File: config.mk
export PLATFORM = sky130hd
export DESIGN_NAME = mqtt_server_packet_parser_unit_flat
export DESIGN_NICKNAME = d
export VERILOG_FILES = /design/src/hw/rtl/mqtt_pp_pkg.sv /design/src/hw/rtl/mqtt_pp_if.sv /design/src/hw/rtl/mqtt_server_packet_parser_unit.sv /design/src/hw/rtl/mqtt_pp_front.sv /design/src/hw/rtl/mqtt_pp_fifo.sv /design/src/hw/rtl/mqtt_pp_back.sv /design/src/flat_wrapper.sv
export SDC_FILE = /design/constraint.sdc
export NUM_CORES = 1
export LEC_CHECK = 0
export BUFFER_PORTS_ARGS = -buffer_cell sky130_fd_sc_hd__clkbuf_2
export CAP_MARGIN = 30
export CELL_PAD_IN_SITES_DETAIL_PLACEMENT = 1
export CELL_PAD_IN_SITES_GLOBAL_PLACEMENT = 2
export CORE_ASPECT_RATIO = 1.2
export CORE_MARGIN = 4
export CORE_UTILIZATION = 40
export DETAILED_ROUTE_END_ITERATION = 10
export PLACE_DENSITY = 0.89
export RECOVER_POWER = 100
export SLEW_MARGIN = 20
export SYNTH_ARGS = -nofsm -noshare
export SYNTH_HDL_FRONTEND = slang
export SYNTH_SLANG_ARGS = --single-unit
File: constraint.sdc
create_clock -name clk -period 7.5 [get_ports clk]
set_input_delay 1.5 -clock clk [delete_from_list [all_inputs] [get_ports clk]]
set_output_delay 1.5 -clock clk [all_outputs]
set_load 0.05 [all_outputs]
File: src/hw/rtl/mqtt_pp_pkg.sv
// shared types and constants of the packet parser
// no dependencies
package mqtt_pp_pkg;

  localparam int MAX_FILTERS_DEF = 16;
  localparam int FCNT_W          = 6;   // holds up to 63 filters
  localparam int IDX_W           = 7;   // up to 1 + 4 + 63 results per byte
  localparam int QUEUE_DEPTH     = 4;
  localparam int PADDR_W         = 3;

  localparam logic [2:0] KIND_REPLY   = 3'd0;
  localparam logic [2:0] KIND_TOPIC   = 3'd1;
  localparam logic [2:0] KIND_PAYLOAD = 3'd2;
  localparam logic [2:0] KIND_FILTER  = 3'd3;
  localparam logic [2:0] KIND_UNKNOWN = 3'd4;

  localparam logic [3:0] TYPE_CONNECT   = 4'd1;
  localparam logic [3:0] TYPE_PUBLISH   = 4'd3;
  localparam logic [3:0] TYPE_SUBSCRIBE = 4'd8;
  localparam logic [3:0] TYPE_PINGREQ   = 4'd12;

  localparam logic [7:0] BYTE_CONNACK  = 8'h20;
  localparam logic [7:0] BYTE_PUBACK   = 8'h40;
  localparam logic [7:0] BYTE_SUBACK   = 8'h90;
  localparam logic [7:0] BYTE_PINGRESP = 8'hD0;

  localparam logic [PADDR_W-1:0] ADDR_GRANTED_QOS = 3'd0;

  // work handed from the parser to the reply sequencer
  typedef struct packed {
    logic              data_vld;
    logic [7:0]        data_byte;
    logic [2:0]        data_kind;
    logic [3:0]        fnum;
    logic              rep_vld;
    logic [7:0]        ctrl;
    logic [15:0]       pid;
    logic [FCNT_W-1:0] fcnt;
  } job_t;

endpackage

File: src/hw/rtl/mqtt_pp_if.sv
// byte stream channels of the packet parser
// depends on nothing
interface mqtt_pp_in_if;
  logic       valid;
  logic       ready;
  logic [7:0] in_byte;
  logic       session_start;
  modport source (output valid, in_byte, session_start, input ready);
  modport sink (input valid, in_byte, session_start, output ready);
endinterface

interface mqtt_pp_out_if;
  logic       valid;
  logic       ready;
  logic [7:0] out_byte;
  logic [2:0] out_kind;
  logic [3:0] filter_number;
  logic [3:0] packet_kind;
  logic       last;
  modport source (output valid, out_byte, out_kind, filter_number, packet_kind, last,
                  input ready);
  modport sink (input valid, out_byte, out_kind, filter_number, packet_kind, last,
                output ready);
endinterface

File: src/hw/rtl/mqtt_server_packet_parser_unit.sv
// Broker-side control packet parser, one client byte per transfer.
// in_ch carries in_byte and session_start; session_start set drops any partial
// packet so that this byte is read as a control byte. out_ch carries result
// items: topic, payload and filter bytes, reply bytes at packet end, or one
// unknown-type marker; last flags the final result caused by one input byte.
// Throughput: one input byte per cycle while the job queue has room. The result
// side emits one result per cycle while out_ch.ready is high; a byte causing n
// results holds the back end until all n are sent (at most 1 + 4 + MAX_FILTERS
// for a SUBACK), and the QUEUE_DEPTH-entry job queue lets the front keep taking
// bytes meanwhile. A byte's job is registered in the queue and its first result
// then in the output register. Bytes that cause no result (header, length, ids)
// never enter the queue. When out_ch.ready is low the output register holds, the
// queue fills and in_ch.ready then falls. Reset (rst_n low, synchronous) empties
// the queue, drops the output and returns the parser to await a control byte, with
// granted_qos set to 2. granted_qos is written over APB at address 0.
module mqtt_server_packet_parser_unit #(
  parameter int MAX_FILTERS = mqtt_pp_pkg::MAX_FILTERS_DEF,
  parameter int QUEUE_DEPTH = mqtt_pp_pkg::QUEUE_DEPTH
) (
  input  logic                              clk,
  input  logic                              rst_n,
  mqtt_pp_in_if.sink                        in_ch,
  mqtt_pp_out_if.source                     out_ch,
  input  logic                              psel,
  input  logic                              penable,
  input  logic                              pwrite,
  input  logic [mqtt_pp_pkg::PADDR_W-1:0]   paddr,
  input  logic [31:0]                       pwdata,
  output logic [31:0]                       prdata,
  output logic                              pready
);

  mqtt_pp_pkg::job_t wr_job, rd_job;
  logic push, pop, full, empty, take;
  logic [1:0] qos_r;

  assign in_ch.ready = !full;
  assign take        = in_ch.valid && !full;
  assign pready      = 1'b1;
  assign prdata      = (paddr[mqtt_pp_pkg::PADDR_W-1:2] == mqtt_pp_pkg::ADDR_GRANTED_QOS[
                        mqtt_pp_pkg::PADDR_W-1:2]) ? {30'd0, qos_r} : 32'd0;

  always_ff @(posedge clk) begin
    if (!rst_n) begin
      qos_r <= 2'd2;
    end else if (psel && penable && pwrite &&
                 paddr[mqtt_pp_pkg::PADDR_W-1:2] ==
                 mqtt_pp_pkg::ADDR_GRANTED_QOS[mqtt_pp_pkg::PADDR_W-1:2]) begin
      qos_r <= pwdata[1:0];
    end
  end

  mqtt_pp_front #(.MAX_FILTERS(MAX_FILTERS)) u_front (
    .clk(clk), .rst_n(rst_n), .take(take), .b(in_ch.in_byte),
    .ss(in_ch.session_start), .push(push), .job(wr_job)
  );

  mqtt_pp_fifo #(.DEPTH(QUEUE_DEPTH)) u_fifo (
    .clk(clk), .rst_n(rst_n), .push(push), .wr_job(wr_job), .full(full),
    .pop(pop), .empty(empty), .rd_job(rd_job)
  );

  mqtt_pp_back u_back (
    .clk(clk), .rst_n(rst_n), .empty(empty), .job(rd_job), .qos(qos_r),
    .pop(pop), .out_ch(out_ch)
  );

endmodule

File: src/hw/rtl/mqtt_pp_front.sv
// byte parser: fixed header, remaining length and body fields
// depends on mqtt_pp_pkg
module mqtt_pp_front #(
  parameter int MAX_FILTERS = mqtt_pp_pkg::MAX_FILTERS_DEF
) (
  input  logic              clk,
  input  logic              rst_n,
  input  logic              take,
  input  logic [7:0]        b,
  input  logic              ss,
  output logic              push,
  output mqtt_pp_pkg::job_t job
);

  localparam logic [3:0] PH_AWAIT   = 4'd0;
  localparam logic [3:0] PH_LEN     = 4'd1;
  localparam logic [3:0] PH_SKIP    = 4'd2;
  localparam logic [3:0] PH_PTL_HI  = 4'd3;
  localparam logic [3:0] PH_PTL_LO  = 4'd4;
  localparam logic [3:0] PH_PTOPIC  = 4'd5;
  localparam logic [3:0] PH_PID_HI  = 4'd6;
  localparam logic [3:0] PH_PID_LO  = 4'd7;
  localparam logic [3:0] PH_PAYLOAD = 4'd8;
  localparam logic [3:0] PH_SID_HI  = 4'd9;
  localparam logic [3:0] PH_SID_LO  = 4'd10;
  localparam logic [3:0] PH_FL_HI   = 4'd11;
  localparam logic [3:0] PH_FL_LO   = 4'd12;
  localparam logic [3:0] PH_FILTER  = 4'd13;
  localparam logic [3:0] PH_QOS     = 4'd14;
  localparam int FW = mqtt_pp_pkg::FCNT_W;

  logic [3:0]  phase_r, phase_nxt, ph;
  logic [7:0]  ctrl_r, ctrl_nxt, ctrl;
  logic [27:0] rem_r, rem_nxt, rem;
  logic [1:0]  lg_r, lg_nxt, lg;
  logic [15:0] fc_r, fc_nxt, fc;
  logic [15:0] pid_r, pid_nxt, pid;
  logic [FW-1:0] fcnt_r, fcnt_nxt, fcnt;
  logic [27:0] grp;
  logic [3:0]  after_topic;

  always_comb begin
    ph   = ss ? PH_AWAIT : phase_r;
    ctrl = ss ? 8'd0 : ctrl_r;
    rem  = ss ? 28'd0 : rem_r;
    lg   = ss ? 2'd0 : lg_r;
    fc   = ss ? 16'd0 : fc_r;
    pid  = ss ? 16'd0 : pid_r;
    fcnt = ss ? '0 : fcnt_r;
    phase_nxt = ph;
    ctrl_nxt  = ctrl;
    rem_nxt   = rem;
    lg_nxt    = lg;
    fc_nxt    = fc;
    pid_nxt   = pid;
    fcnt_nxt  = fcnt;
    job       = '0;
    after_topic = (ctrl[2:1] != 2'd0) ? PH_PID_HI : PH_PAYLOAD;
    case (lg)
      2'd0:    grp = {21'd0, b[6:0]};
      2'd1:    grp = {14'd0, b[6:0], 7'd0};
      2'd2:    grp = {7'd0, b[6:0], 14'd0};
      default: grp = {b[6:0], 21'd0};
    endcase
    if (ph == PH_AWAIT) begin
      ctrl_nxt  = b;
      rem_nxt   = '0;
      lg_nxt    = '0;
      phase_nxt = PH_LEN;
    end else if (ph == PH_LEN) begin
      rem_nxt = rem | grp;
      if (b[7] && lg != 2'd3) begin
        lg_nxt = lg + 2'd1;
      end else begin
        fc_nxt   = '0;
        pid_nxt  = '0;
        fcnt_nxt = '0;
        if (ctrl[7:4] == mqtt_pp_pkg::TYPE_PUBLISH) phase_nxt = PH_PTL_HI;
        else if (ctrl[7:4] == mqtt_pp_pkg::TYPE_SUBSCRIBE) phase_nxt = PH_SID_HI;
        else phase_nxt = PH_SKIP;
        if (rem_nxt == 28'd0) begin
          job.rep_vld = 1'b1;
          phase_nxt   = PH_AWAIT;
        end
      end
    end else begin
      job.fnum = (fcnt != '0) ? 4'(fcnt - FW'(1)) : 4'd0;
      job.data_byte = b;
      case (ph)
        PH_PTL_HI: begin
          fc_nxt = {b, 8'd0};
          phase_nxt = PH_PTL_LO;
        end
        PH_PTL_LO: begin
          fc_nxt = fc | {8'd0, b};
          phase_nxt = (fc_nxt != 16'd0) ? PH_PTOPIC : after_topic;
        end
        PH_PTOPIC: begin
          job.data_vld  = 1'b1;
          job.data_kind = mqtt_pp_pkg::KIND_TOPIC;
          job.fnum      = 4'd0;
          fc_nxt = fc - 16'd1;
          if (fc_nxt == 16'd0) phase_nxt = after_topic;
        end
        PH_PID_HI: begin
          pid_nxt = {b, 8'd0};
          phase_nxt = PH_PID_LO;
        end
        PH_PID_LO: begin
          pid_nxt = pid | {8'd0, b};
          phase_nxt = PH_PAYLOAD;
        end
        PH_PAYLOAD: begin
          job.data_vld  = 1'b1;
          job.data_kind = mqtt_pp_pkg::KIND_PAYLOAD;
          job.fnum      = 4'd0;
        end
        PH_SID_HI: begin
          pid_nxt = {b, 8'd0};
          phase_nxt = PH_SID_LO;
        end
        PH_SID_LO: begin
          pid_nxt = pid | {8'd0, b};
          phase_nxt = PH_FL_HI;
        end
        PH_FL_HI: begin
          if (fcnt < FW'(MAX_FILTERS)) fcnt_nxt = fcnt + FW'(1);
          fc_nxt = {b, 8'd0};
          phase_nxt = PH_FL_LO;
        end
        PH_FL_LO: begin
          fc_nxt = fc | {8'd0, b};
          phase_nxt = (fc_nxt != 16'd0) ? PH_FILTER : PH_QOS;
        end
        PH_FILTER: begin
          job.data_vld  = 1'b1;
          job.data_kind = mqtt_pp_pkg::KIND_FILTER;
          fc_nxt = fc - 16'd1;
          if (fc_nxt == 16'd0) phase_nxt = PH_QOS;
        end
        PH_QOS: phase_nxt = PH_FL_HI;
        default: ;
      endcase
      if (rem != 28'd0) rem_nxt = rem - 28'd1;
      if (rem_nxt == 28'd0) begin
        job.rep_vld = 1'b1;
        phase_nxt   = PH_AWAIT;
      end
    end
    job.ctrl = ctrl_nxt;
    job.pid  = pid_nxt;
    job.fcnt = fcnt_nxt;
    push = take && (job.data_vld || job.rep_vld);
  end

  always_ff @(posedge clk) begin
    if (!rst_n) begin
      phase_r <= PH_AWAIT;
      ctrl_r  <= '0;
      rem_r   <= '0;
      lg_r    <= '0;
      fc_r    <= '0;
      pid_r   <= '0;
      fcnt_r  <= '0;
    end else if (take) begin
      phase_r <= phase_nxt;
      ctrl_r  <= ctrl_nxt;
      rem_r   <= rem_nxt;
      lg_r    <= lg_nxt;
      fc_r    <= fc_nxt;
      pid_r   <= pid_nxt;
      fcnt_r  <= fcnt_nxt;
    end
  end

endmodule

File: src/hw/rtl/mqtt_pp_fifo.sv
// short register queue of parser jobs between front and back
// depends on mqtt_pp_pkg
module mqtt_pp_fifo #(
  parameter int DEPTH = mqtt_pp_pkg::QUEUE_DEPTH
) (
  input  logic              clk,
  input  logic              rst_n,
  input  logic              push,
  input  mqtt_pp_pkg::job_t wr_job,
  output logic              full,
  input  logic              pop,
  output logic              empty,
  output mqtt_pp_pkg::job_t rd_job
);

  localparam int PW = (DEPTH > 1) ? $clog2(DEPTH) : 1;
  localparam int CW = $clog2(DEPTH + 1);

  mqtt_pp_pkg::job_t mem_r [DEPTH];
  logic [PW-1:0] wp_r, wp_nxt, rp_r, rp_nxt;
  logic [CW-1:0] cnt_r, cnt_nxt;

  assign full   = (cnt_r == CW'(DEPTH));
  assign empty  = (cnt_r == '0);
  assign rd_job = mem_r[rp_r];

  always_comb begin
    wp_nxt  = wp_r;
    rp_nxt  = rp_r;
    cnt_nxt = cnt_r;
    if (push) wp_nxt = (wp_r == PW'(DEPTH - 1)) ? '0 : wp_r + PW'(1);
    if (pop) rp_nxt = (rp_r == PW'(DEPTH - 1)) ? '0 : rp_r + PW'(1);
    if (push && !pop) cnt_nxt = cnt_r + CW'(1);
    else if (pop && !push) cnt_nxt = cnt_r - CW'(1);
  end

  always_ff @(posedge clk) begin
    if (!rst_n) begin
      wp_r  <= '0;
      rp_r  <= '0;
      cnt_r <= '0;
    end else begin
      wp_r  <= wp_nxt;
      rp_r  <= rp_nxt;
      cnt_r <= cnt_nxt;
    end
  end

  always_ff @(posedge clk) begin
    if (push) mem_r[wp_r] <= wr_job;
  end

endmodule

File: src/hw/rtl/mqtt_pp_back.sv
// result sequencer: expands a job into data and reply bytes
// depends on mqtt_pp_pkg and mqtt_pp_if
module mqtt_pp_back (
  input  logic                clk,
  input  logic                rst_n,
  input  logic                empty,
  input  mqtt_pp_pkg::job_t   job,
  input  logic [1:0]          qos,
  output logic                pop,
  mqtt_pp_out_if.source       out_ch
);

  localparam int IW = mqtt_pp_pkg::IDX_W;

  logic [IW-1:0] idx_r, idx_nxt, total, r;
  logic          vld_r, load, is_last;
  logic [7:0]    byte_r, byte_nxt;
  logic [2:0]    kind_r, kind_nxt;
  logic [3:0]    fnum_r, fnum_nxt, pk_r;
  logic          last_r;
  logic [3:0]    ty;

  assign ty   = job.ctrl[7:4];
  assign load = !empty && (!vld_r || out_ch.ready);

  always_comb begin
    total = IW'(job.data_vld);
    if (job.rep_vld) begin
      case (ty)
        mqtt_pp_pkg::TYPE_CONNECT:   total = total + IW'(4);
        mqtt_pp_pkg::TYPE_PUBLISH:   total = total + IW'(4);
        mqtt_pp_pkg::TYPE_SUBSCRIBE: total = total + IW'(4) + IW'(job.fcnt);
        mqtt_pp_pkg::TYPE_PINGREQ:   total = total + IW'(2);
        default:                     total = total + IW'(1);
      endcase
    end
    is_last  = (idx_r == total - IW'(1));
    r        = idx_r - IW'(job.data_vld);
    kind_nxt = mqtt_pp_pkg::KIND_REPLY;
    fnum_nxt = 4'd0;
    byte_nxt = 8'd0;
    if (job.data_vld && idx_r == '0) begin
      byte_nxt = job.data_byte;
      kind_nxt = job.data_kind;
      fnum_nxt = job.fnum;
    end else begin
      case (ty)
        mqtt_pp_pkg::TYPE_CONNECT: begin
          if (r == IW'(0)) byte_nxt = mqtt_pp_pkg::BYTE_CONNACK;
          else if (r == IW'(1)) byte_nxt = 8'd2;
        end
        mqtt_pp_pkg::TYPE_PUBLISH: begin
          if (r == IW'(0)) byte_nxt = mqtt_pp_pkg::BYTE_PUBACK;
          else if (r == IW'(1)) byte_nxt = 8'd2;
          else if (r == IW'(2)) byte_nxt = job.pid[15:8];
          else byte_nxt = job.pid[7:0];
        end
        mqtt_pp_pkg::TYPE_SUBSCRIBE: begin
          if (r == IW'(0)) byte_nxt = mqtt_pp_pkg::BYTE_SUBACK;
          else if (r == IW'(1)) byte_nxt = 8'(job.fcnt) + 8'd2;
          else if (r == IW'(2)) byte_nxt = job.pid[15:8];
          else if (r == IW'(3)) byte_nxt = job.pid[7:0];
          else byte_nxt = {6'd0, qos};
        end
        mqtt_pp_pkg::TYPE_PINGREQ: begin
          if (r == IW'(0)) byte_nxt = mqtt_pp_pkg::BYTE_PINGRESP;
        end
        default: begin
          byte_nxt = job.ctrl;
          kind_nxt = mqtt_pp_pkg::KIND_UNKNOWN;
        end
      endcase
    end
    idx_nxt = idx_r;
    if (load) idx_nxt = is_last ? '0 : idx_r + IW'(1);
  end

  assign pop = load && is_last;

  always_ff @(posedge clk) begin
    if (!rst_n) begin
      vld_r <= 1'b0;
      idx_r <= '0;
    end else begin
      idx_r <= idx_nxt;
      if (load) vld_r <= 1'b1;
      else if (out_ch.ready) vld_r <= 1'b0;
    end
  end

  always_ff @(posedge clk) begin
    if (load) begin
      byte_r <= byte_nxt;
      kind_r <= kind_nxt;
      fnum_r <= fnum_nxt;
      pk_r   <= ty;
      last_r <= is_last;
    end
  end

  assign out_ch.valid         = vld_r;
  assign out_ch.out_byte      = byte_r;
  assign out_ch.out_kind      = kind_r;
  assign out_ch.filter_number = fnum_r;
  assign out_ch.packet_kind   = pk_r;
  assign out_ch.last          = last_r;

endmodule

File: src/flat_wrapper.sv
// flat-port wrapper written by rule: the top's interface ports become plain ports
module mqtt_server_packet_parser_unit_flat 
#(
  parameter int MAX_FILTERS = mqtt_pp_pkg::MAX_FILTERS_DEF,
  parameter int QUEUE_DEPTH = mqtt_pp_pkg::QUEUE_DEPTH
)
  (clk, rst_n, psel, penable, pwrite, paddr, pwdata, prdata, pready, in_ch_valid, in_ch_in_byte, in_ch_session_start, in_ch_ready, out_ch_valid, out_ch_out_byte, out_ch_out_kind, out_ch_filter_number, out_ch_packet_kind, out_ch_last, out_ch_ready);
  mqtt_pp_in_if in_ch_i ();
  mqtt_pp_out_if out_ch_i ();
  input  logic clk;
  input  logic rst_n;
  input  logic psel;
  input  logic penable;
  input  logic pwrite;
  input  logic [mqtt_pp_pkg::PADDR_W-1:0] paddr;
  input  logic [31:0] pwdata;
  output logic [31:0] prdata;
  output logic pready;
  input wire logic [$bits(in_ch_i.valid)-1:0] in_ch_valid;
  input wire logic [$bits(in_ch_i.in_byte)-1:0] in_ch_in_byte;
  input wire logic [$bits(in_ch_i.session_start)-1:0] in_ch_session_start;
  output wire logic [$bits(in_ch_i.ready)-1:0] in_ch_ready;
  output wire logic [$bits(out_ch_i.valid)-1:0] out_ch_valid;
  output wire logic [$bits(out_ch_i.out_byte)-1:0] out_ch_out_byte;
  output wire logic [$bits(out_ch_i.out_kind)-1:0] out_ch_out_kind;
  output wire logic [$bits(out_ch_i.filter_number)-1:0] out_ch_filter_number;
  output wire logic [$bits(out_ch_i.packet_kind)-1:0] out_ch_packet_kind;
  output wire logic [$bits(out_ch_i.last)-1:0] out_ch_last;
  input wire logic [$bits(out_ch_i.ready)-1:0] out_ch_ready;
  assign in_ch_i.valid = in_ch_valid;
  assign in_ch_i.in_byte = in_ch_in_byte;
  assign in_ch_i.session_start = in_ch_session_start;
  assign in_ch_ready = in_ch_i.ready;
  assign out_ch_valid = out_ch_i.valid;
  assign out_ch_out_byte = out_ch_i.out_byte;
  assign out_ch_out_kind = out_ch_i.out_kind;
  assign out_ch_filter_number = out_ch_i.filter_number;
  assign out_ch_packet_kind = out_ch_i.packet_kind;
  assign out_ch_last = out_ch_i.last;
  assign out_ch_i.ready = out_ch_ready;
  mqtt_server_packet_parser_unit #(.MAX_FILTERS(MAX_FILTERS), .QUEUE_DEPTH(QUEUE_DEPTH)) u_core (.clk(clk), .rst_n(rst_n), .in_ch(in_ch_i), .out_ch(out_ch_i), .psel(psel), .penable(penable), .pwrite(pwrite), .paddr(paddr), .pwdata(pwdata), .prdata(prdata), .pready(pready));
endmodule
Yosys cells after proc, flatten, opt, wreduce, memory -nomap -nowiden
Memories as Yosys holds them, arrays and structs flattened. A register that Yosys moved wholly into a read port is not among the register bits.
Cells that the tools add are included.
{"block": "totals", "memories": 1, "latchBits": 0, "in_bits": 51, "mem_bits_ro": 0, "ram_bits": 188, "regBits": 117, "elab_cells": 193}
{"memory": "u_core.u_fifo.mem_r", "depth": 4, "width": 47, "rd": 1, "rd_ports_with_merged_regs": 1, "write_ports": 1, "line": "mqtt_pp_fifo.sv:19", "rtl": "mqtt_pp_pkg::job_t mem_r [DEPTH];"}
{"block": "classes", "addsub": 17, "n_reduce_logical": 42, "div": 0, "n_lt_le_gt_ge": 1, "n_mux": 81, "bitwise": 4, "shifts": 0, "multipliers": 0, "n_eq_ne": 29}
{"op": "28-bit 2-to-1 mux", "n": 6}
{"op": "16-bit 2-to-1 mux", "n": 9}
{"op": "8-bit 2-to-1 mux", "n": 11}
{"op": "28-bit one-hot mux with 3 select lines", "n": 1}
{"op": "28-bit logical NOT", "n": 2}
{"op": "4-bit 2-to-1 mux", "n": 14}
{"op": "16-bit one-hot mux with 3 select lines", "n": 1}
{"op": "6-bit 2-to-1 mux", "n": 7}
{"op": "4-bit equality test, second input constant", "n": 10}
{"op": "4-bit one-hot mux with 10 select lines", "n": 1}
{"op": "16-bit by 8-bit bitwise OR with 16-bit output", "n": 2}
{"op": "16-bit one-hot mux with 2 select lines", "n": 1}
{"op": "8-bit one-hot mux with 4 select lines", "n": 1}
{"op": "28-bit bitwise OR", "n": 1}
{"op": "28-bit nonzero test", "n": 1}
{"op": "28-bit by 1-bit subtractor with 28-bit output, second input constant", "n": 1}
{"op": "2-bit 2-to-1 mux", "n": 11}
{"op": "7-bit one-hot mux with 3 select lines", "n": 1}
{"op": "17-bit 2-to-1 mux", "n": 1}
{"op": "4-bit by 3-bit equality test with 1-bit output, second input constant", "n": 4}
{"op": "16-bit logical NOT", "n": 1}
{"op": "16-bit nonzero test", "n": 1}
{"op": "2-bit OR reduction", "n": 8}
{"op": "16-bit by 1-bit subtractor with 16-bit output, second input constant", "n": 1}
{"op": "other kinds (39)", "n": 77}

Logic depth before layout (Yosys ltp)
Gate-level depths: netlist of run 1.
{"block": "depth", "word_depth": 15, "depth_mapped": 22}

Modules after synthesis
From an unflattened synthesis of run 1, not the netlist that was laid out.
{"block": "unflattened", "hier_cells": 1602, "hier_area_um2": 17106.4}
{"mod": "mqtt_pp_fifo", "cells_per_inst": 289, "area_per_inst_um2": 7264.5, "n_inst": 1, "seq_area_each_um2": 5825.6}
{"mod": "mqtt_pp_front", "cells_per_inst": 950, "area_per_inst_um2": 6805.3, "n_inst": 1, "seq_area_each_um2": 1601.5}
{"mod": "mqtt_pp_back", "cells_per_inst": 317, "area_per_inst_um2": 2675.1, "n_inst": 1, "seq_area_each_um2": 760.7}
{"mod": "mqtt_server_packet_parser_unit", "cells_per_inst": 46, "area_per_inst_um2": 361.6, "n_inst": 1, "seq_area_each_um2": 40.0}

Worst setup path after synthesis of run 1
OpenSTA, ideal clock, no wires.
{"block": "synth_path", "path_type": "input to register", "start": "in in_ch_session_start", "end": "mem u_core.u_fifo.mem_r[0][0] (netlist name), enable pin", "n_path_buf": 5, "cell_stages": 17, "setup_slack_ps": 989, "required_ps": 7092, "arrival_time_ps": 6103, "path_cell_list": "clkbuf_1 -> clkinv_1 -> clkbuf_1 -> clkbuf_1 -> nand2_1 -> ha_1 -> clkbuf_1 -> inv_1 -> a211oi_2 -> nand2_1 -> nor3_1 -> nor4b_1 -> a311o_1 -> or4b_1 -> buf_2 -> o21ai_4 -> and2_1"}
{"block": "synth_via", "elab_chain_cells": 13}
{"item": "start: declaration", "line": "flat_wrapper.sv:21", "rtl": "input wire logic [$bits(in_ch_i.session_start)-1:0] in_ch_session_start;"}
{"item": "28-bit 2-to-1 mux / 2-bit 2-to-1 mux (equally long branches)", "line": "mqtt_pp_front.sv:45, mqtt_pp_front.sv:46"}
{"item": "28-bit by 1-bit subtractor with 28-bit output (tied with other cells)", "line": "mqtt_pp_front.sv:144", "rtl": "if (rem != 28'd0) rem_nxt = rem - 28'd1;"}
{"item": "28-bit 2-to-1 mux / 28-bit one-hot mux with 3 select lines (equally long branches)", "line": "mqtt_pp_front.sv:144, mqtt_pp_front.sv:59"}
{"item": "28-bit 2-to-1 mux / 28-bit bitwise OR (equally long branches)", "line": "mqtt_pp_front.sv:70, mqtt_pp_front.sv:71"}
{"item": "28-bit 2-to-1 mux / 28-bit logical NOT (equally long branches)", "line": "mqtt_pp_front.sv:65, mqtt_pp_front.sv:81"}
{"item": "28-bit logical NOT / 1-bit 2-to-1 mux (equally long branches)", "line": "mqtt_pp_front.sv:145, mqtt_pp_front.sv:81"}
{"item": "1-bit 2-to-1 mux (on tied branches)", "line": "mqtt_pp_front.sv:145, mqtt_pp_front.sv:72"}
{"item": "1-bit 2-to-1 mux", "line": "mqtt_pp_front.sv:70", "rtl": "end else if (ph == PH_LEN) begin"}
{"item": "17-bit 2-to-1 mux (*)", "line": "mqtt_pp_front.sv:65", "rtl": "if (ph == PH_AWAIT) begin"}
{"item": "1-bit logical OR (*)", "line": "mqtt_pp_front.sv:153", "rtl": "push = take && (job.data_vld || job.rep_vld);"}
{"item": "1-bit logical AND (*)", "line": "mqtt_pp_front.sv:153"}
{"item": "via u_core.push", "line": "mqtt_server_packet_parser_unit.sv:34", "rtl": "logic push, pop, full, empty, take;"}
{"item": "1-bit 2-to-1 mux (*)", "line": "mqtt_pp_fifo.sv:50", "rtl": "if (push) mem_r[wp_r] <= wr_job;"}
{"item": "1-bit 2-to-1 mux (not written as such) (*)", "line": "mqtt_pp_fifo.sv:50"}
{"item": "end: declaration", "line": "mqtt_pp_fifo.sv:19"}
The timed path passes the listed nets; every way through them passes the cells marked *. The select of a mux whose other input is x is not followed.

Worst setup path in the final report of run 1
{"block": "layout_path", "start": "in in_ch_session_start", "end": "mem u_core.u_fifo.mem_r[0][23] (netlist name), enable pin"}
Same word-level chain as after synthesis.

==> results.py, run 1 <==
metrics = {
    "power": {
        "leakagePower_nw": 6.003,
        "ir_worst_vdd_uv": 147.1,
        "power_density_mw_per_mm2": 207.6,
    },
    "grt": {
        "grt_use_total_pct": 22.10,
        "gr-total-overflow": 0,
        "antenna_found_initial": 0,
        "grt_pass1_vias": 13550,
        "grt_max_degree": 101,
        "grt_pass1_wl_um": 77340,
    },
    "floorplan": {
        "start_util_pct": 40.78,
        "io_pins": 106,
        "die_area_mm2": 0.04423,
        "die_y_um": 229.6,
        "core.rowCount": 80,
        "design.core.area_mm2": 0.04014,
        "dieWidth_um": 192.7,
    },
    "sta": {
        "fin_crit_ns": 6.328,
        "tightest_slew_ns": 2.820,
        "maxSlewViolCount": 81,
        "fin_ws_ns": 1.172,
        "hold_violations": 0,
        "fin_crit_sh_pct": 84.38,
        "whs_ns": 0.4608,
        "fin_worst_skew_ns": 0.01916,
        "setup_viol": 0,
        "rsz0062_at_grt": "false",
        "timing.fmax_mhz": 158.0,
        "maxSlewHeadroom_pct": -88.01,
        "setup_tns_ns": 0,
    },
    "logic_synthesis": {
        "yosysWarningCount": 0,
        "synth_fa_ha_area_share_pct": 2.110,
        "synth_top_area_share_pct": 37.43,
        "synth.distinct_cells": 83,
        "synth_xor_area_share_pct": 1.873,
        "yosysTopAreaCell": "edfxtp_1",
        "syn_inst": 1617,
        "synth_edf_count": 204,
        "synth_top_family_by_area": "simple AND/OR/NAND/NOR gates",
        "postSynthAreaPerCell_um2": 10.12,
        "synthArstFlopShare_pct": 0,
        "synth_compound_area_share_pct": 15.53,
        "synth_area_mm2": 0.01637,
        "synthSimpleGateAreaFrac_pct": 18.00,
        "yosysSeqAreaShare_pct": 49.54,
        "synth-seq-cells": 303,
        "synth_top_cells_by_count": "edfxtp_1 (204), nor2_1 (172), nand2_1 (151), a21oi_1 (116), dfxtp_1 (99)",
        "muxShareOfSynthArea_pct": 7.798,
        "synth.most_common_cell": "edfxtp_1",
        "ys.flop_type": "edfxtp_1",
        "ys_top_cells_by_area": "edfxtp_1 (37%), dfxtp_1 (12%), mux4_2 (6.5%)",
    },
    "clock_network": {
        "cts_tree": "built",
        "cts_resized": 0,
        "insertion_delay_ns": 0.59,
        "cts_buffers": 31,
        "htree_levels": 1,
        "post_cts_buffers": 0,
        "clk_pin_slew_ns": 0.06,
        "root_buffer": "clkbuf_16",
        "ctsLongestPathBuffers": 3,
        "cts_sinks": 303,
        "cts_hold_buf": 0,
    },
    "setup_path": {
        "cp-end-kind": "register",
        "path_cells": "clkbuf_1, inv_1, nand2_1, ha_1, nand4_1, o21ai_2, a221oi_1, nor3_1, nand4_1, or4b_1, o21ai_4, and2_0, buf_4",
        "crit_required_ns": 7.76,
        "critPathBufInv": 3,
        "cpPeakStageDelay_ns": 0.97,
        "cp.arrival_ns": 6.59,
        "critPathSlowestCell": "and2_0",
        "worst-setup-path-type": "in2reg",
        "crit_fanout": 17,
        "setup.worst_path.start_class": "input port",
        "crit_start": "in_ch_session_start",
        "crit_top_cell": "nand4_1",
        "critical-path-top-delay-family": "simple AND/OR/NAND/NOR gates",
    },
    "routing": {
        "drc": 0,
        "drt_iter0_drc": 850,
        "drtPass1Iterations": 5,
        "wl_per_cell_um": 22.94,
        "detail_route.vias_per_cell": 5.985,
        "drt-total-wl_um": 49520,
        "antenna_left": 0,
        "vias": 12920,
    },
    "cells_and_area": {
        "fin_nets": 1679,
        "syn_to_final_growth_pct": 9.472,
        "n_antenna_cell": 0,
        "design_area_mm2": 0.01792,
        "drive_gt1_share_pct": 10.27,
        "finalNonFillerCells": 2159,
    },
    "place": {
        "placed_area_mm2": 0.01695,
        "pre_cts_slack_ns": 1.191,
        "place_hpwl_um": 33850,
        "place_inst": 2100,
        "place.gp.congestion": 0.9174,
        "port_buffers": 42,
    },
    "worst_hold_path": {
        "min_path_type": "reg2reg",
        "hp-start": "u_core.u_front.pid_r[6]$_SDFFE_PN0P_",
    },
    "job": {
        "maxCapViolations": 2,
    },
    "run_status": {
        "status": "complete, but fails checks",
        "violations": "capacitance limit, slew limit",
    },
}
## state kept, by name, indices dropped and copies added, names as in the netlist, 4 cells and up, named ones only
register / flops
u_core.u_front.pid_r: 16
u_core.u_back.out_ch.out_byte: 8
u_core.u_fifo.mem_r: 184
u_core.u_back.idx_r: 7
u_core.u_front.fcnt_r: 6
u_core.u_front.ctrl_r: 8
u_core.u_back.out_ch.packet_kind: 4
u_core.u_front.fc_r: 16
u_core.u_back.out_ch.filter_number: 4
u_core.u_front.rem_r: 28
u_core.u_front.phase_r: 4
## cells in the final DEF, fill, tap and decap left out, types with 7 or more instances in the layout
| master | instances |
|---|---|
| edfxtp_1 | 204 |
| nor2_1 | 172 |
| nand2_1 | 150 |
| a21oi_1 | 115 |
| dfxtp_1 | 98 |
| o21ai_0 | 83 |
| nor3_1 | 66 |
| mux4_2 | 47 |
| clkbuf_1 | 41 |
| nor2b_1 | 40 |
| nand3_1 | 35 |
| inv_1 | 33 |
| conb_1 | 31 |
| clkbuf_16 | 31 |
| ha_1 | 26 |
| xnor2_1 | 23 |
| a22oi_1 | 23 |
| a31oi_1 | 23 |
| nand4_1 | 20 |
| a211oi_1 | 17 |
| or3_1 | 17 |
| nor4_1 | 17 |
| and3_1 | 16 |
| clkbuf_2 | 16 |
| buf_4 | 16 |
| mux2i_1 | 15 |
| and2_0 | 13 |
| or4_1 | 13 |
| o211ai_1 | 12 |
| xor2_1 | 12 |
| a22o_1 | 11 |
| nor3b_1 | 9 |
| a32oi_1 | 9 |
| a221oi_1 | 8 |
| nand2b_1 | 8 |
| o22ai_1 | 8 |
| o31ai_1 | 7 |
## layout make-up
class | count | area (µm²)
Fill cell | 4535 | 22220
Multi-Input combinational cell | 1159 | 7547
Inverter | 34 | 128.9
Clock buffer | 39 | 835.8
Clock inverter | 19 | 211.5
Sequential cell | 303 | 8112
Timing Repair Buffer | 72 | 415.4
Tap cell | 533 | 666.9
## kinds of logic (layout without fill, tap and decap cells)
group / Yosys count / count (layout)
AND/OR/NAND/NOR: 607 / 607
AO/OA/AOI/OAI: 391 / 391
flip-flops: 303 / 303
buffers and inverters: 184 / 164
multiplexers: 68 / 68
XOR/XNOR: 35 / 35
adder cells (fa/ha/maj): 27 / 27
other: 2 / 31
## per-stage QoR
stage | utilization [%] | total power [W]
final | 44.64 | 0.003719
after floorplan | - | 0.002080
after global placement | 42.20 | 0.002156
after global routing | 44.64 | 0.003864
after detailed placement | 42.22 | 0.002162
after CTS | 44.83 | 0.003757
## final timing paths
check | slack, ns | depth (start not counted) | to
setup / recovery | 1.17 | 13 | u_core.u_fifo.mem_r[0][23]$_DFFE_PP_
hold / removal | 0.46 | 2 | u_core.u_front.pid_r[6]$_SDFFE_PN0P_
setup reg to reg | 1.22 | 21 | u_core.u_fifo.cnt_r[2]$_SDFFE_PN0P_
hold reg to reg | 0.46 | 2 | u_core.u_front.pid_r[6]$_SDFFE_PN0P_
## power breakdown
| part | switching [W] | internal, W | leakage [nW] | total (W) |
|---|---|---|---|---|
| clock network | 0.000686 | 0.000904 | 0.508 | 0.00159 |
| registers | 0.0000158 | 0.00178 | 2.68 | 0.00180 |
| logic | 0.000244 | 0.0000882 | 2.82 | 0.000333 |
| total | 0.000947 | 0.00277 | 6.00 | 0.00372 |
## metal layers
layer / vias to the layer above / global-route usage [%] / part of all wire [%]
met5: - / 0 / 0
met1: 6514 / 27.38 / 41
li1: 5959 / - / -
met4: 0 / 8.359 / 3.7
met3: 106 / 2.452 / 4.4
met2: 343 / 39.29 / 51
## worst reg2reg max path: cells and delay by family (launching register included)
kind	cells	cell delay, ns
xor gates and xnor gates	1	0.08
buffers and inverters	4	0.83
DFF	1	1.13
adders and majority gates	5	1.21
muxes	2	0.63
and+or+nand+nor	3	1.04
AOI/OAI and AO/OA	6	1.29
Note: power is estimated with default switching activity, not from simulation.
==> run 2, diff against run 1 <==
- ABC_AREA: not set -> 1
- CORE_UTILIZATION: 40 -> 37
- clock period: 7.5 -> 6.23 ns (I/O delays scaled with it)
==> results.py, run 2 <==
metrics = {
    "logic_synthesis": {
        "syn_inst": 2128,
        "synth.most_common_cell": "nand2_1",
        "synthArstFlopShare_pct": 0,
        "synth_area_mm2": 0.01699,
        "synth_top_cells_by_count": "nand2_1 (510), nor2_1 (262), inv_1 (207), edfxtp_1 (204), o21ai_0 (179)",
        "ys.flop_type": "edfxtp_1",
        "ys_top_cells_by_area": "edfxtp_1 (36%), dfxtp_1 (12%), nand2_1 (11%)",
        "synth_top_area_share_pct": 36.06,
        "yosysTopAreaCell": "edfxtp_1",
        "synth_edf_count": 204,
        "synth.distinct_cells": 58,
        "postSynthAreaPerCell_um2": 7.983,
        "synth-seq-cells": 303,
        "yosysWarningCount": 0,
        "yosysSeqAreaShare_pct": 47.72,
    },
    "routing": {
        "vias": 14790,
        "drtPass1Iterations": 7,
        "drt_iter0_drc": 849,
        "drt-total-wl_um": 53240,
        "wl_per_cell_um": 19.15,
        "detail_route.vias_per_cell": 5.321,
        "drc": 0,
        "antenna_left": 0,
    },
    "run_status": {
        "status": "complete, but fails checks",
        "violations": "capacitance limit, slew limit",
    },
    "setup_path": {
        "rr_worst_depth": 23,
        "cp-end-kind": "register",
        "crit_required_ns": 6.71,
        "rrSetupSlack_ns": 1.07,
        "crit_start": "in_ch_session_start",
        "crit_end": "u_core.u_fifo.cnt_r[2]$_SDFFE_PN0P_",
        "crit_fanout": 35,
        "setup.worst_path.start_class": "input port",
        "worst-setup-path-type": "in2reg",
        "cp.arrival_ns": 5.81,
        "r2r-end": "u_core.u_fifo.cnt_r[1]$_SDFFE_PN0P_",
    },
    "floorplan": {
        "die_area_mm2": 0.04942,
        "die_y_um": 242.7,
        "design.core.area_mm2": 0.04509,
        "io_pins": 106,
        "start_util_pct": 37.67,
        "core.rowCount": 85,
        "dieWidth_um": 203.6,
    },
    "cells_and_area": {
        "layout_commonest_cell": "nand2_1",
        "design_area_mm2": 0.01882,
        "largest_reg_flops": 184,
        "n_antenna_cell": 0,
        "largest_register": "u_core.u_fifo.mem_r",
        "fillCellCount": 5502,
        "top_regs": "u_core.u_fifo.mem_r: 184 flops, u_core.u_front.rem_r: 28 flops",
        "layout_common_cells": "nand2_1 (511), nor2_1 (265), inv_1 (208)",
        "fin_nets": 2223,
        "drive_gt1_share_pct": 7.738,
        "syn_to_final_growth_pct": 10.76,
    },
    "place": {
        "place_hpwl_um": 37180,
        "place.gp.congestion": 0.8917,
        "placed_area_mm2": 0.01771,
        "port_buffers": 42,
        "pre_cts_slack_ns": 0.5780,
    },
    "sta": {
        "setup_tns_ns": 0,
        "maxSlewHeadroom_pct": -25.44,
        "timing.fmax_mhz": 187.3,
        "fin_crit_ns": 5.339,
        "fin_ws_ns": 0.8906,
        "tightest_slew_ns": 1.882,
        "hold_violations": 0,
        "rsz0062_at_grt": "false",
        "fin_crit_sh_pct": 85.70,
        "maxSlewViolCount": 65,
        "setup_viol": 0,
        "fin_worst_skew_ns": 0.01597,
    },
    "clock_network": {
        "clk_pin_slew_ns": 0.06,
        "htree_levels": 2,
        "cts_buffers": 35,
        "cts_tree": "built",
        "root_buffer": "clkbuf_16",
        "insertion_delay_ns": 0.56,
        "cts_hold_buf": 0,
        "cts_resized": 0,
        "ctsLongestPathBuffers": 3,
        "post_cts_buffers": 0,
        "cts_sinks": 303,
    },
    "power": {
        "leakagePower_nw": 8.195,
        "ir_worst_vdd_uv": 197.6,
        "power_density_mw_per_mm2": 258.3,
    },
    "grt": {
        "grt_pass1_vias": 15450,
        "grt_pass1_wl_um": 84380,
        "grt_use_total_pct": 21.21,
        "gr-total-overflow": 0,
        "grt_max_degree": 57,
        "antenna_found_initial": 0,
    },
    "worst_hold_path": {
        "min_path_type": "reg2reg",
    },
    "job": {
        "maxCapViolations": 2,
    },
}
## run 2: cell count changes after synthesis, sizes merged, moves of 41 or more
cell	previous run	this run
inv	33	220
o21ai	85	188
clkbuf	96	55
mux4	47	0
nor2	172	283
nor3	67	14
nand3	35	101
nand2	151	545
## run 2: cell families after synthesis
| kind of cell | after synthesis | synth area share [%] |
|---|---|---|
| AND/OR/NAND/NOR | 978 | 24.83 |
| AO/OA/AOI/OAI | 446 | 14.85 |
| buffers and inverters | 339 | 8.823 |
| flip-flops | 303 | 47.72 |
| XOR/XNOR | 33 | 1.701 |
| adder cells (fa/ha/maj) | 27 | 2.033 |
| other | 2 | 0.04421 |
## run 2: how the worst min path moves through the flow
| stage | slack, ns | from | depth (start not counted) | end |
|---|---|---|---|---|
| floorplan | 0.44 | u_core.u_front.fcnt_r[5]$_SDFFE_PN0P_ | 2 | u_core.u_front.fcnt_r[5]$_SDFFE_PN0P_ |
| global placement | 0.45 | u_core.u_front.fcnt_r[5]$_SDFFE_PN0P_ | 2 | u_core.u_front.fcnt_r[5]$_SDFFE_PN0P_ |
| detailed placement | 0.46 | u_core.u_front.fcnt_r[5]$_SDFFE_PN0P_ | 2 | u_core.u_front.fcnt_r[5]$_SDFFE_PN0P_ |
| CTS | 0.47 | u_core.u_front.rem_r[26]$_SDFFE_PN0P_ | 2 | u_core.u_front.rem_r[26]$_SDFFE_PN0P_ |
| global route | 0.49 | u_core.u_front.rem_r[9]$_SDFFE_PN0P_ | 2 | u_core.u_front.rem_r[9]$_SDFFE_PN0P_ |
| finish | 0.46 | u_core.u_front.rem_r[26]$_SDFFE_PN0P_ | 2 | u_core.u_front.rem_r[26]$_SDFFE_PN0P_ |
## run 2: area by class of cell
| cell class | count | area, µm² | area share (%) |
|---|---|---|---|
| flip-flops and latches | 303 | 8109 | 43.09 |
| multi-input cells | 1515 | 7487 | 39.79 |
| clock buffers | 43 | 945.9 | 5.027 |
| inverters | 223 | 847.1 | 4.502 |
| well taps | 609 | 762.0 | 4.049 |
| repair buffers | 67 | 390.4 | 2.075 |
| clock inverters | 20 | 275.3 | 1.463 |
## run 2: worst max-delay path, cell delays in order
cell,delay [ns]
clkbuf_1,0.29
inv_6,0.22
buf_4,0.31
nand2_4,0.14
ha_1,0.23
nand3_2,0.15
nor2_1,0.19
nand2_1,0.12
nor2_1,0.28
nand2_1,0.09
nand2_1,0.06
nand2_1,0.05
nand2_1,0.07
nand2_1,0.08
nor2_1,0.13
nand3_1,0.17
nor2_1,0.43
nand2_2,0.14
nand3_4,0.12
nand2_4,0.09
clkinv_2,0.07
ha_1,0.13
inv_1,0.06
fa_1,0.38
o21ai_0,0.23
o21ai_0,0.11
a21oi_1,0.20
## run 2: per-layer routing
metal / track usage [%] / share of wire (%)
met5: 0 / 0
met4: 7.303 / 3.2
met3: 2.870 / 3.8
met2: 38.35 / 51
met1: 25.86 / 42
## run 2: power breakdown
part / switching [W] / internal (W)
Clock: 0.000886 / 0.00131
Sequential: 0.0000156 / 0.00216
Combinational: 0.000371 / 0.000124
## run 2: metrics by stage
| stage | cells | util, % | hold slack (ns) | power [W] |
|---|---|---|---|---|
| finish | 2780 | 41.73 | 0.4644 | 0.004861 |
| global route | 2780 | 41.73 | 0.4913 | 0.005059 |
| CTS | 2780 | 41.98 | 0.4671 | 0.004921 |
| detailed placement | 2717 | 39.28 | 0.4564 | 0.002718 |
| global placement | 2717 | 39.28 | 0.4473 | 0.002706 |
| floorplan | 2157 | - | 0.4364 | 0.002597 |
